--- src/hw/rtl/macs_pkg.sv ---
// shared types, constants and codes of the motor angle calibration sequencer
package macs_pkg;

   localparam int TICKS_PER_CYCLE_DEF = 16;
   localparam int STEPS_PER_TURN_DEF  = 100;

   localparam int SAMPLE_BITS = 12;
   localparam int ANGLE_W     = 7;
   localparam int TIMER_W     = 20;
   localparam int SEQ_W       = 32;
   localparam int MS_W        = 16;
   localparam int PAIRS_W     = 7;
   localparam int CSR_IDX_W   = 8;
   localparam int CSR_DATA_W  = 16;
   localparam int NUM_CH      = 4;

   localparam logic [TIMER_W-1:0] TIMER_MAX = '1;

   // register indexes
   localparam logic [CSR_IDX_W-1:0] CSR_SETTLE_MS  = CSR_IDX_W'(0);
   localparam logic [CSR_IDX_W-1:0] CSR_NOISE_MS   = CSR_IDX_W'(1);
   localparam logic [CSR_IDX_W-1:0] CSR_POLE_PAIRS = CSR_IDX_W'(2);

   localparam logic [MS_W-1:0]    SETTLE_MS_RST  = MS_W'(1000);
   localparam logic [MS_W-1:0]    NOISE_MS_RST   = MS_W'(1000);
   localparam logic [PAIRS_W-1:0] POLE_PAIRS_RST = PAIRS_W'(1);

   // item kinds
   localparam logic CMD_SAMPLE = 1'b0;
   localparam logic CMD_TICK   = 1'b1;

   // record modes
   localparam logic MODE_NOISE = 1'b0;
   localparam logic MODE_ANGLE = 1'b1;

   typedef enum logic [1:0] {
      PH_SETTLE = 2'd0,
      PH_NOISE  = 2'd1,
      PH_ROTATE = 2'd2,
      PH_IDLE   = 2'd3
   } phase_type;

   typedef struct packed {
      logic                   command;
      logic                   run;
      logic [SAMPLE_BITS-1:0] sin_a;
      logic [SAMPLE_BITS-1:0] cos_a;
      logic [SAMPLE_BITS-1:0] sin_b;
      logic [SAMPLE_BITS-1:0] cos_b;
   } req_type;

   typedef struct packed {
      logic [ANGLE_W-1:0]     angle_now;
      logic                   record_valid;
      logic [SEQ_W-1:0]       record_index;
      logic                   record_mode;
      logic [ANGLE_W-1:0]     record_angle;
      logic [SAMPLE_BITS-1:0] rec_sin_a;
      logic [SAMPLE_BITS-1:0] rec_cos_a;
      logic [SAMPLE_BITS-1:0] rec_sin_b;
      logic [SAMPLE_BITS-1:0] rec_cos_b;
   } rsp_type;

endpackage

--- src/hw/rtl/macs_req_stage.sv ---
// input register stage: holds one request beat until the core takes it
module macs_req_stage (
   input  logic             clock,
   input  logic             reset,
   input  logic             req_valid,
   output logic             req_stall,
   input  macs_pkg::req_type req_data,
   input  logic             advance,
   output logic             item_valid,
   output macs_pkg::req_type item
);
   import macs_pkg::*;

   logic    valid_ff, valid_in;
   req_type data_ff, data_in;
   logic    load;

   assign req_stall = valid_ff && !advance;
   assign load      = req_valid && !req_stall;

   always_comb begin
      valid_in = valid_ff;
      data_in  = data_ff;
      if (load) begin
         valid_in = 1'b1;
         data_in  = req_data;
      end else if (advance) begin
         valid_in = 1'b0;
      end
   end

   always_ff @(posedge clock) begin
      if (reset) begin
         valid_ff <= 1'b0;
      end else begin
         valid_ff <= valid_in;
      end
      data_ff <= data_in;
   end

   assign item_valid = valid_ff;
   assign item       = data_ff;

endmodule

--- src/hw/rtl/macs_rsp_stage.sv ---
// result register stage: holds one response beat until downstream takes it
module macs_rsp_stage (
   input  logic             clock,
   input  logic             reset,
   input  logic             advance,
   input  macs_pkg::rsp_type result,
   output logic             out_free,
   output logic             rsp_valid,
   input  logic             rsp_stall,
   output macs_pkg::rsp_type rsp_data
);
   import macs_pkg::*;

   logic    valid_ff, valid_in;
   rsp_type data_ff, data_in;

   assign out_free = !valid_ff || !rsp_stall;

   always_comb begin
      valid_in = valid_ff;
      data_in  = data_ff;
      if (advance) begin
         valid_in = 1'b1;
         data_in  = result;
      end else if (!rsp_stall) begin
         valid_in = 1'b0;
      end
   end

   always_ff @(posedge clock) begin
      if (reset) begin
         valid_ff <= 1'b0;
      end else begin
         valid_ff <= valid_in;
      end
      data_ff <= data_in;
   end

   assign rsp_valid = valid_ff;
   assign rsp_data  = data_ff;

endmodule

--- src/hw/rtl/macs_core.sv ---
// sequencer state, sample banks, control registers and result logic
module macs_core #(
   parameter int TICKS_PER_CYCLE = macs_pkg::TICKS_PER_CYCLE_DEF,
   parameter int STEPS_PER_TURN  = macs_pkg::STEPS_PER_TURN_DEF
) (
   input  logic                            clock,
   input  logic                            reset,
   input  logic                            csr_valid,
   output logic                            csr_ready,
   input  logic [macs_pkg::CSR_IDX_W-1:0]  csr_index,
   input  logic [macs_pkg::CSR_DATA_W-1:0] csr_wdata,
   input  logic                            fire,
   input  macs_pkg::req_type               item,
   output macs_pkg::rsp_type               result
);
   import macs_pkg::*;

   localparam int DIV_W = $clog2(TICKS_PER_CYCLE + 1);
   localparam logic [TIMER_W-1:0] ROT_MS = TIMER_W'(TICKS_PER_CYCLE * STEPS_PER_TURN);
   localparam logic [ANGLE_W-1:0] LAST_STEP = ANGLE_W'(STEPS_PER_TURN - 1);
   localparam logic [DIV_W:0] DIV_END = (DIV_W + 1)'(TICKS_PER_CYCLE);

   logic [MS_W-1:0]        settle_ms_ff;
   logic [MS_W-1:0]        noise_ms_ff;
   logic [PAIRS_W-1:0]     pole_pairs_ff;

   phase_type              phase_ff, phase_in;
   logic [DIV_W-1:0]       div_ff, div_in;
   logic [TIMER_W-1:0]     timer_ff, timer_in;
   logic [SEQ_W-1:0]       seq_ff, seq_in;
   logic [ANGLE_W-1:0]     angle_ff, angle_in;
   logic                   bank_ff, bank_in;
   logic [SAMPLE_BITS-1:0] bank0_ff [NUM_CH];
   logic [SAMPLE_BITS-1:0] bank1_ff [NUM_CH];

   logic                   is_tick, acting, run_act, stop_act;
   logic [DIV_W:0]         div_inc;
   logic [TIMER_W-1:0]     timer_inc;
   logic [TIMER_W+PAIRS_W-1:0] rot_limit;
   phase_type              phase_next;
   logic                   emit;
   logic [ANGLE_W-1:0]     angle_next;
   logic [SAMPLE_BITS-1:0] samp [NUM_CH];
   logic [SAMPLE_BITS-1:0] rd   [NUM_CH];

   assign csr_ready = 1'b1;

   always_ff @(posedge clock) begin
      if (reset) begin
         settle_ms_ff  <= SETTLE_MS_RST;
         noise_ms_ff   <= NOISE_MS_RST;
         pole_pairs_ff <= POLE_PAIRS_RST;
      end else if (csr_valid) begin
         case (csr_index)
            CSR_SETTLE_MS:  settle_ms_ff  <= csr_wdata;
            CSR_NOISE_MS:   noise_ms_ff   <= csr_wdata;
            CSR_POLE_PAIRS: pole_pairs_ff <= csr_wdata[PAIRS_W-1:0];
            default: ;
         endcase
      end
   end

   assign is_tick   = (item.command == CMD_TICK);
   assign div_inc   = {1'b0, div_ff} + (DIV_W + 1)'(1);
   assign acting    = is_tick && (div_inc == DIV_END);
   assign run_act   = acting && item.run;
   assign stop_act  = acting && !item.run;
   assign timer_inc = (timer_ff != TIMER_MAX) ? timer_ff + TIMER_W'(1) : timer_ff;
   assign rot_limit = {{PAIRS_W{1'b0}}, ROT_MS} * {{TIMER_W{1'b0}}, pole_pairs_ff};

   // next phase, judged on the incremented timer
   always_comb begin
      phase_next = phase_ff;
      case (phase_ff)
         PH_SETTLE: begin
            if (timer_inc >= TIMER_W'(settle_ms_ff)) phase_next = PH_NOISE;
         end
         PH_NOISE: begin
            if (timer_inc >= TIMER_W'(noise_ms_ff)) phase_next = PH_ROTATE;
         end
         PH_ROTATE: begin
            if ({{PAIRS_W{1'b0}}, timer_inc} >= rot_limit) phase_next = PH_IDLE;
         end
         default: phase_next = phase_ff;
      endcase
   end

   // phase outputs: record emission and angle advance
   always_comb begin
      emit       = 1'b0;
      angle_next = angle_ff;
      case (phase_ff)
         PH_NOISE: begin
            emit = 1'b1;
         end
         PH_ROTATE: begin
            emit       = 1'b1;
            angle_next = (angle_ff >= LAST_STEP) ? '0 : angle_ff + ANGLE_W'(1);
         end
         default: begin
            emit       = 1'b0;
            angle_next = angle_ff;
         end
      endcase
   end

   assign samp[0] = item.sin_a;
   assign samp[1] = item.cos_a;
   assign samp[2] = item.sin_b;
   assign samp[3] = item.cos_b;

   always_comb begin
      for (int i = 0; i < NUM_CH; i++) begin
         rd[i] = bank_ff ? bank1_ff[i] : bank0_ff[i];
      end
   end

   always_comb begin
      phase_in = phase_ff;
      div_in   = div_ff;
      timer_in = timer_ff;
      seq_in   = seq_ff;
      angle_in = angle_ff;
      bank_in  = bank_ff;
      if (is_tick) begin
         div_in   = acting ? '0 : div_inc[DIV_W-1:0];
         timer_in = timer_inc;
         if (stop_act) begin
            phase_in = PH_SETTLE;
            seq_in   = '0;
            timer_in = '0;
            angle_in = '0;
         end else if (run_act) begin
            angle_in = angle_next;
            if (phase_next != phase_ff) begin
               phase_in = phase_next;
               timer_in = '0;
            end
            if (emit) begin
               bank_in = !bank_ff;
               seq_in  = seq_ff + SEQ_W'(1);
            end
         end
      end
   end

   always_ff @(posedge clock) begin
      if (reset) begin
         phase_ff <= PH_SETTLE;
         div_ff   <= '0;
         timer_ff <= '0;
         seq_ff   <= '0;
         angle_ff <= '0;
         bank_ff  <= 1'b0;
         for (int i = 0; i < NUM_CH; i++) begin
            bank0_ff[i] <= '0;
            bank1_ff[i] <= '0;
         end
      end else if (fire) begin
         phase_ff <= phase_in;
         div_ff   <= div_in;
         timer_ff <= timer_in;
         seq_ff   <= seq_in;
         angle_ff <= angle_in;
         bank_ff  <= bank_in;
         if (!is_tick) begin
            for (int i = 0; i < NUM_CH; i++) begin
               if (bank_ff) bank1_ff[i] <= samp[i];
               else         bank0_ff[i] <= samp[i];
            end
         end
      end
   end

   always_comb begin
      result           = '0;
      result.angle_now = angle_in;
      if (run_act && emit) begin
         result.record_valid = 1'b1;
         result.record_index = seq_ff;
         result.record_mode  = (phase_ff == PH_ROTATE) ? MODE_ANGLE : MODE_NOISE;
         result.record_angle = angle_ff;
         result.rec_sin_a    = rd[0];
         result.rec_cos_a    = rd[1];
         result.rec_sin_b    = rd[2];
         result.rec_cos_b    = rd[3];
      end
   end

endmodule

--- src/hw/rtl/motor_angle_calibration_sequencer.sv ---
// a request beat moves from the input register into the result register, where it shows as rsp_valid
// throughput: one item per cycle while rsp_stall is low, input register and result register each hold one beat
// the sequencer state and sample banks update as an item moves into the result register
// reset (synchronous, active high) empties both stages, puts the phase in settle, clears
// timer, divider, sequence, angle, bank select and both sample banks, reloads registers
module motor_angle_calibration_sequencer #(
   parameter int TICKS_PER_CYCLE = macs_pkg::TICKS_PER_CYCLE_DEF,
   parameter int STEPS_PER_TURN  = macs_pkg::STEPS_PER_TURN_DEF
) (
   input  logic                            clock,
   input  logic                            reset,
   input  logic                            req_valid,
   output logic                            req_stall,
   input  macs_pkg::req_type               req_data,
   output logic                            rsp_valid,
   input  logic                            rsp_stall,
   output macs_pkg::rsp_type               rsp_data,
   input  logic                            csr_valid,
   output logic                            csr_ready,
   input  logic [macs_pkg::CSR_IDX_W-1:0]  csr_index,
   input  logic [macs_pkg::CSR_DATA_W-1:0] csr_wdata
);
   import macs_pkg::*;

   logic    item_valid;
   logic    out_free;
   logic    advance;
   req_type item;
   rsp_type result;

   assign advance = item_valid && out_free;

   macs_req_stage u_req (
      .clock      (clock),
      .reset      (reset),
      .req_valid  (req_valid),
      .req_stall  (req_stall),
      .req_data   (req_data),
      .advance    (advance),
      .item_valid (item_valid),
      .item       (item)
   );

   macs_core #(
      .TICKS_PER_CYCLE (TICKS_PER_CYCLE),
      .STEPS_PER_TURN  (STEPS_PER_TURN)
   ) u_core (
      .clock     (clock),
      .reset     (reset),
      .csr_valid (csr_valid),
      .csr_ready (csr_ready),
      .csr_index (csr_index),
      .csr_wdata (csr_wdata),
      .fire      (advance),
      .item      (item),
      .result    (result)
   );

   macs_rsp_stage u_rsp (
      .clock     (clock),
      .reset     (reset),
      .advance   (advance),
      .result    (result),
      .out_free  (out_free),
      .rsp_valid (rsp_valid),
      .rsp_stall (rsp_stall),
      .rsp_data  (rsp_data)
   );

   // an item leaving the input register always lands in the result register
   a_advance_lands: assert property (@(posedge clock) disable iff (reset)
      advance |=> rsp_valid)
      else $error("advanced item did not reach result register");

   // the input register never drops a held item while the result side is blocked
   a_hold_when_blocked: assert property (@(posedge clock) disable iff (reset)
      item_valid && !out_free |=> item_valid)
      else $error("held request lost while result side blocked");

   a_angle_range: assert property (@(posedge clock) disable iff (reset)
      rsp_valid |-> (32'(rsp_data.angle_now) < 32'(STEPS_PER_TURN)))
      else $error("commanded angle out of range");

   a_no_record_clear: assert property (@(posedge clock) disable iff (reset)
      rsp_valid && !rsp_data.record_valid |->
         (rsp_data.record_index == '0) && (rsp_data.record_angle == '0) &&
         (rsp_data.record_mode == MODE_NOISE))
      else $error("record fields set without a record");

endmodule

--- config.mk ---
export PLATFORM = sky130hd
export DESIGN_NAME = motor_angle_calibration_sequencer
export DESIGN_NICKNAME = d
export VERILOG_FILES = /design/src/hw/rtl/macs_pkg.sv /design/src/hw/rtl/macs_req_stage.sv /design/src/hw/rtl/macs_rsp_stage.sv /design/src/hw/rtl/macs_core.sv /design/src/hw/rtl/motor_angle_calibration_sequencer.sv
export SDC_FILE = /design/constraint.sdc
export NUM_CORES = 1
export LEC_CHECK = 0
export ABC_AREA = 1
export BUFFER_PORTS_ARGS = -buffer_cell sky130_fd_sc_hd__buf_2
export CORE_MARGIN = 4
export CORE_UTILIZATION = 50
export CTS_CLUSTER_DIAMETER = 30
export DETAILED_ROUTE_END_ITERATION = 8
export PLACE_DENSITY = 0.7
export SLEW_MARGIN = 15
export SYNTH_ARGS = -nofsm -noshare
export SYNTH_HDL_FRONTEND = slang
export SYNTH_SLANG_ARGS = --single-unit
--- constraint.sdc ---
create_clock -name clock -period 17.9 [get_ports clock]
set_input_delay 0.895 -clock clock [delete_from_list [all_inputs] [get_ports clock]]
set_output_delay 0.895 -clock clock [all_outputs]
set_load 0.01 [all_outputs]
==> impl_metrics.yaml <==
route:
  first_pass_iters: 5
  avgRoutedWirePerCell_um: 15.6
  wirelength_um: 38000
  drc: 0
  ant_nets: 0
  viasPerCell: 5.12
  routed-via-count: 12500
  drt_iter0_drc: 755
critical_path:
  reg2reg_from: "u_core.pole_pairs_ff[3]$_SDFFE_PP0P_"
  worstSetupPathType: "flop to flop"
  r2r_slack_ns: 13.18
  cp_top_family: "adder cells"
  reg2reg_depth: 26
  crit_cells: 26
  arrival_ns: 5.21
  cp.required_ns: 18.39
  cp-startpoint: "u_core.pole_pairs_ff[3]$_SDFFE_PP0P_"
  crit_path_end_kind: "flop"
  critical_path.max_stage_delay_ns: 0.47
  reg2reg_to: "u_core.timer_ff[6]$_SDFFE_PP0P_"
  cp_max_fo: 20
  cp_slowest_cell: "fa_1"
  crit_path_frequent_cell: "nand2_1"
  critPathBufInv: 1
  cp-start-kind: "flop"
final_layout:
  design_area_mm2: 0.0204
  final_layout_size_suffix_gt1_frac: 0.209
  fillerInstances: 2582
  final_cell_mix: "nand2_1, edfxtp_1, nor2_1, inv_1, buf_2"
  syn2layout_area_growth_pct: 22.9
  fin_nets: 2097
  antenna_cells: 0
  layout_commonest_cell: "nand2_1"
synthesis:
  syn_inst: 1733
  synth_nets: 1894
  synth.area.top_cells: "edfxtp_1, dfxtp_1, nand2_1"
  synth.top_cell.area_share: 0.438
  synth_edf_count: 242
  ys_ff_latch: 350
  async_flop_share: 0
  synth_area_mm2: 0.0166
  ys_types: 50
  synth_top_flop_cell: "edfxtp_1"
  yosys.area.top_type: "edfxtp_1"
  syn_area_per_cell_um2: 9.57
  yosysSeqAreaShare: 0.569
  yosys_warnings: 0
floorplanning:
  initial_core_util: 0.508
  die_h_um: 190
  core_mm2: 0.0326
  io_pins: 178
  fp.dieW_um: 190
  fp-row-count: 66
  dieArea_mm2: 0.0361
timing:
  setup_tns_ns: 0
  period_minus_slack_ns: 4.72
  rsz0062_at_grt: "false"
  tightest_slew_ns: 1.03
  min_period_over_period: 0.264
  setup_viol: 0
  skew_ns: 0.0227
  hold_viol: 0
  setup_slack_ns: 13.18
  fmax_mhz: 212
  slew_headroom: 0.311
  slew_violations: 0
cts:
  cts_root_buf: "clkbuf_16"
  post_cts_buffers: 0
  clock_path_buffers: 3
  path_clk_slew_ns: 0.05
  numCtsBuffers: 73
  cts_tree: "done"
  htreeDepth: 3
  post_cts_resized: 0
  clock_latency_ns: 0.56
  cts_sinks: 350
  holdBufCountCts: 0
grt:
  grt_antenna_before_repair: 2
  grt_pass1_vias: 12600
  grt_max_degree: 60
  overflow: 0
  grt.total_usage: 0.210
  grt_pass1_wl_um: 62100
placement:
  placed_area_mm2: 0.0179
  post-dp-hpwl_um: 24600
  place_ws_ns: 13.25
  place_congestion: 0.906
  portBuffers: 176
power_and_ir_drop:
  leakage_nw: 8.37
  p_per_area_mw_per_mm2: 113
  finalPower_w: 0.00231
  peakVddDrop_mv: 0.101
min_path:
  min-delay-start: "u_core.noise_ms_ff[0]$_SDFFE_PP0P_"
  min_path_type: "flop to flop"
  holdPathEnd: "u_core.noise_ms_ff[0]$_SDFFE_PP0P_"
  whs_path_depth: 2
flow_run:
  maxCapViolations: 0
outcome:
  status: "complete, no violations"
synthesized netlist by cell type, types with 6 or more instances:
cell and number:
nand2_1 306, o211ai_1 15, ha_1 80, dfxtp_1 108
a21oi_2 20, nor3_1 44, o21ai_0 47, xor2_1 33
nor4_1 15, xnor2_1 8, a21oi_1 147, edfxtp_1 242
nor2_4 12, nand3_1 44, inv_2 6, nor2_1 230
nand2_2 34, clkbuf_1 54, inv_1 217, nand4_1 12
layout make-up:
type                            instances  area (µm²)  area share
Timing Repair Buffer                  190         986      0.0484
Clock inverter                         53         574      0.0282
Sequential cell                       350        9430       0.463
Inverter                              226         848      0.0416
Multi-Input combinational cell       1095        6050       0.297
Tap cell                              442         553      0.0272
Clock buffer                           81        1930      0.0947
metrics by stage:
stage	hold slack, ns	utilization	std cells
2_1_floorplan	0.428	-	1733
3_3_place_gp	0.442	0.548	2303
3_5_place_dp	0.445	0.548	2303
4_1_cts	0.453	0.624	2437
5_1_grt	0.475	0.624	2437
6_report	0.452	0.624	2437
how the worst max path moves through the flow:
stage / endpoint / slack [ns]
after floorplan: u_core.bank0_ff[0][0]$_SDFFCE_PN0P_ / 10.82
after global placement: u_core.timer_ff[2]$_SDFFE_PP0P_ / 13.38
after detailed placement: u_core.timer_ff[3]$_SDFFE_PP0P_ / 13.25
after CTS: u_core.timer_ff[6]$_SDFFE_PP0P_ / 13.19
after global routing: u_core.timer_ff[3]$_SDFFE_PP0P_ / 12.79
final: u_core.timer_ff[6]$_SDFFE_PP0P_ / 13.18
flip-flops by register name, indices dropped and copies added (netlist names):
signal	count
u_core.timer_ff	20
u_core.bank1_ff	48
u_core.div_ff	5
u_core.pole_pairs_ff	7
u_rsp.rsp_data	96
u_core.phase_ff	2
u_core.bank0_ff	48
u_req.item	50
u_core.angle_ff	7
u_rsp.rsp_valid	1
u_core.settle_ms_ff	16
u_core.bank_ff	1
u_req.item_valid	1
u_core.noise_ms_ff	16
u_core.seq_ff	32
worst reg2reg max path: stages, from the launching register on:
cell and delay [ns]:
dfxtp_1 0.40, ha_1 0.26, ha_1 0.32, fa_1 0.47, ha_1 0.36, a21oi_1 0.15
nand2_1 0.09, a21oi_1 0.15, nor2_1 0.06, nor2_1 0.15, o21bai_1 0.09, a21oi_1 0.16
xor2_1 0.18, ha_1 0.26, a21oi_1 0.13, o211ai_1 0.10, inv_1 0.06, nand3_1 0.07
nand2_1 0.06, nand2_1 0.05, nand2_1 0.10, nor2_1 0.06, nor2_2 0.12, nand2_1 0.07
nand2_2 0.47, nand2_2 0.12, a21oi_2 0.16
routing by layer:
layer,GRT usage,vias to the layer above,part of all wire
met4,0.0640,4,0.020
met3,0.0505,80,0.068
met2,0.354,374,0.48
met1,0.269,5831,0.43
li1,-,6183,-
met5,0,-,0.00076
cells by family after synthesis:
logic type | after synthesis | share of synthesized area
simple gates | 724 | 0.194
flops | 350 | 0.569
buf+inv | 288 | 0.0685
compound gates | 247 | 0.0840
fa+ha+maj | 82 | 0.0628
xor+xnor | 41 | 0.0217
other cells | 1 | 0.000226
report_power, final:
part	total [W]	switching [W]	leakage [nW]	internal [W]
combinational	0.0000636	0.0000444	3.84	0.0000192
clock	0.00135	0.000466	1.20	0.000881
sequential	0.000900	0.00000839	3.33	0.000892
total	0.00231	0.000518	8.37	0.00179
(Power assumes the default switching activity.)
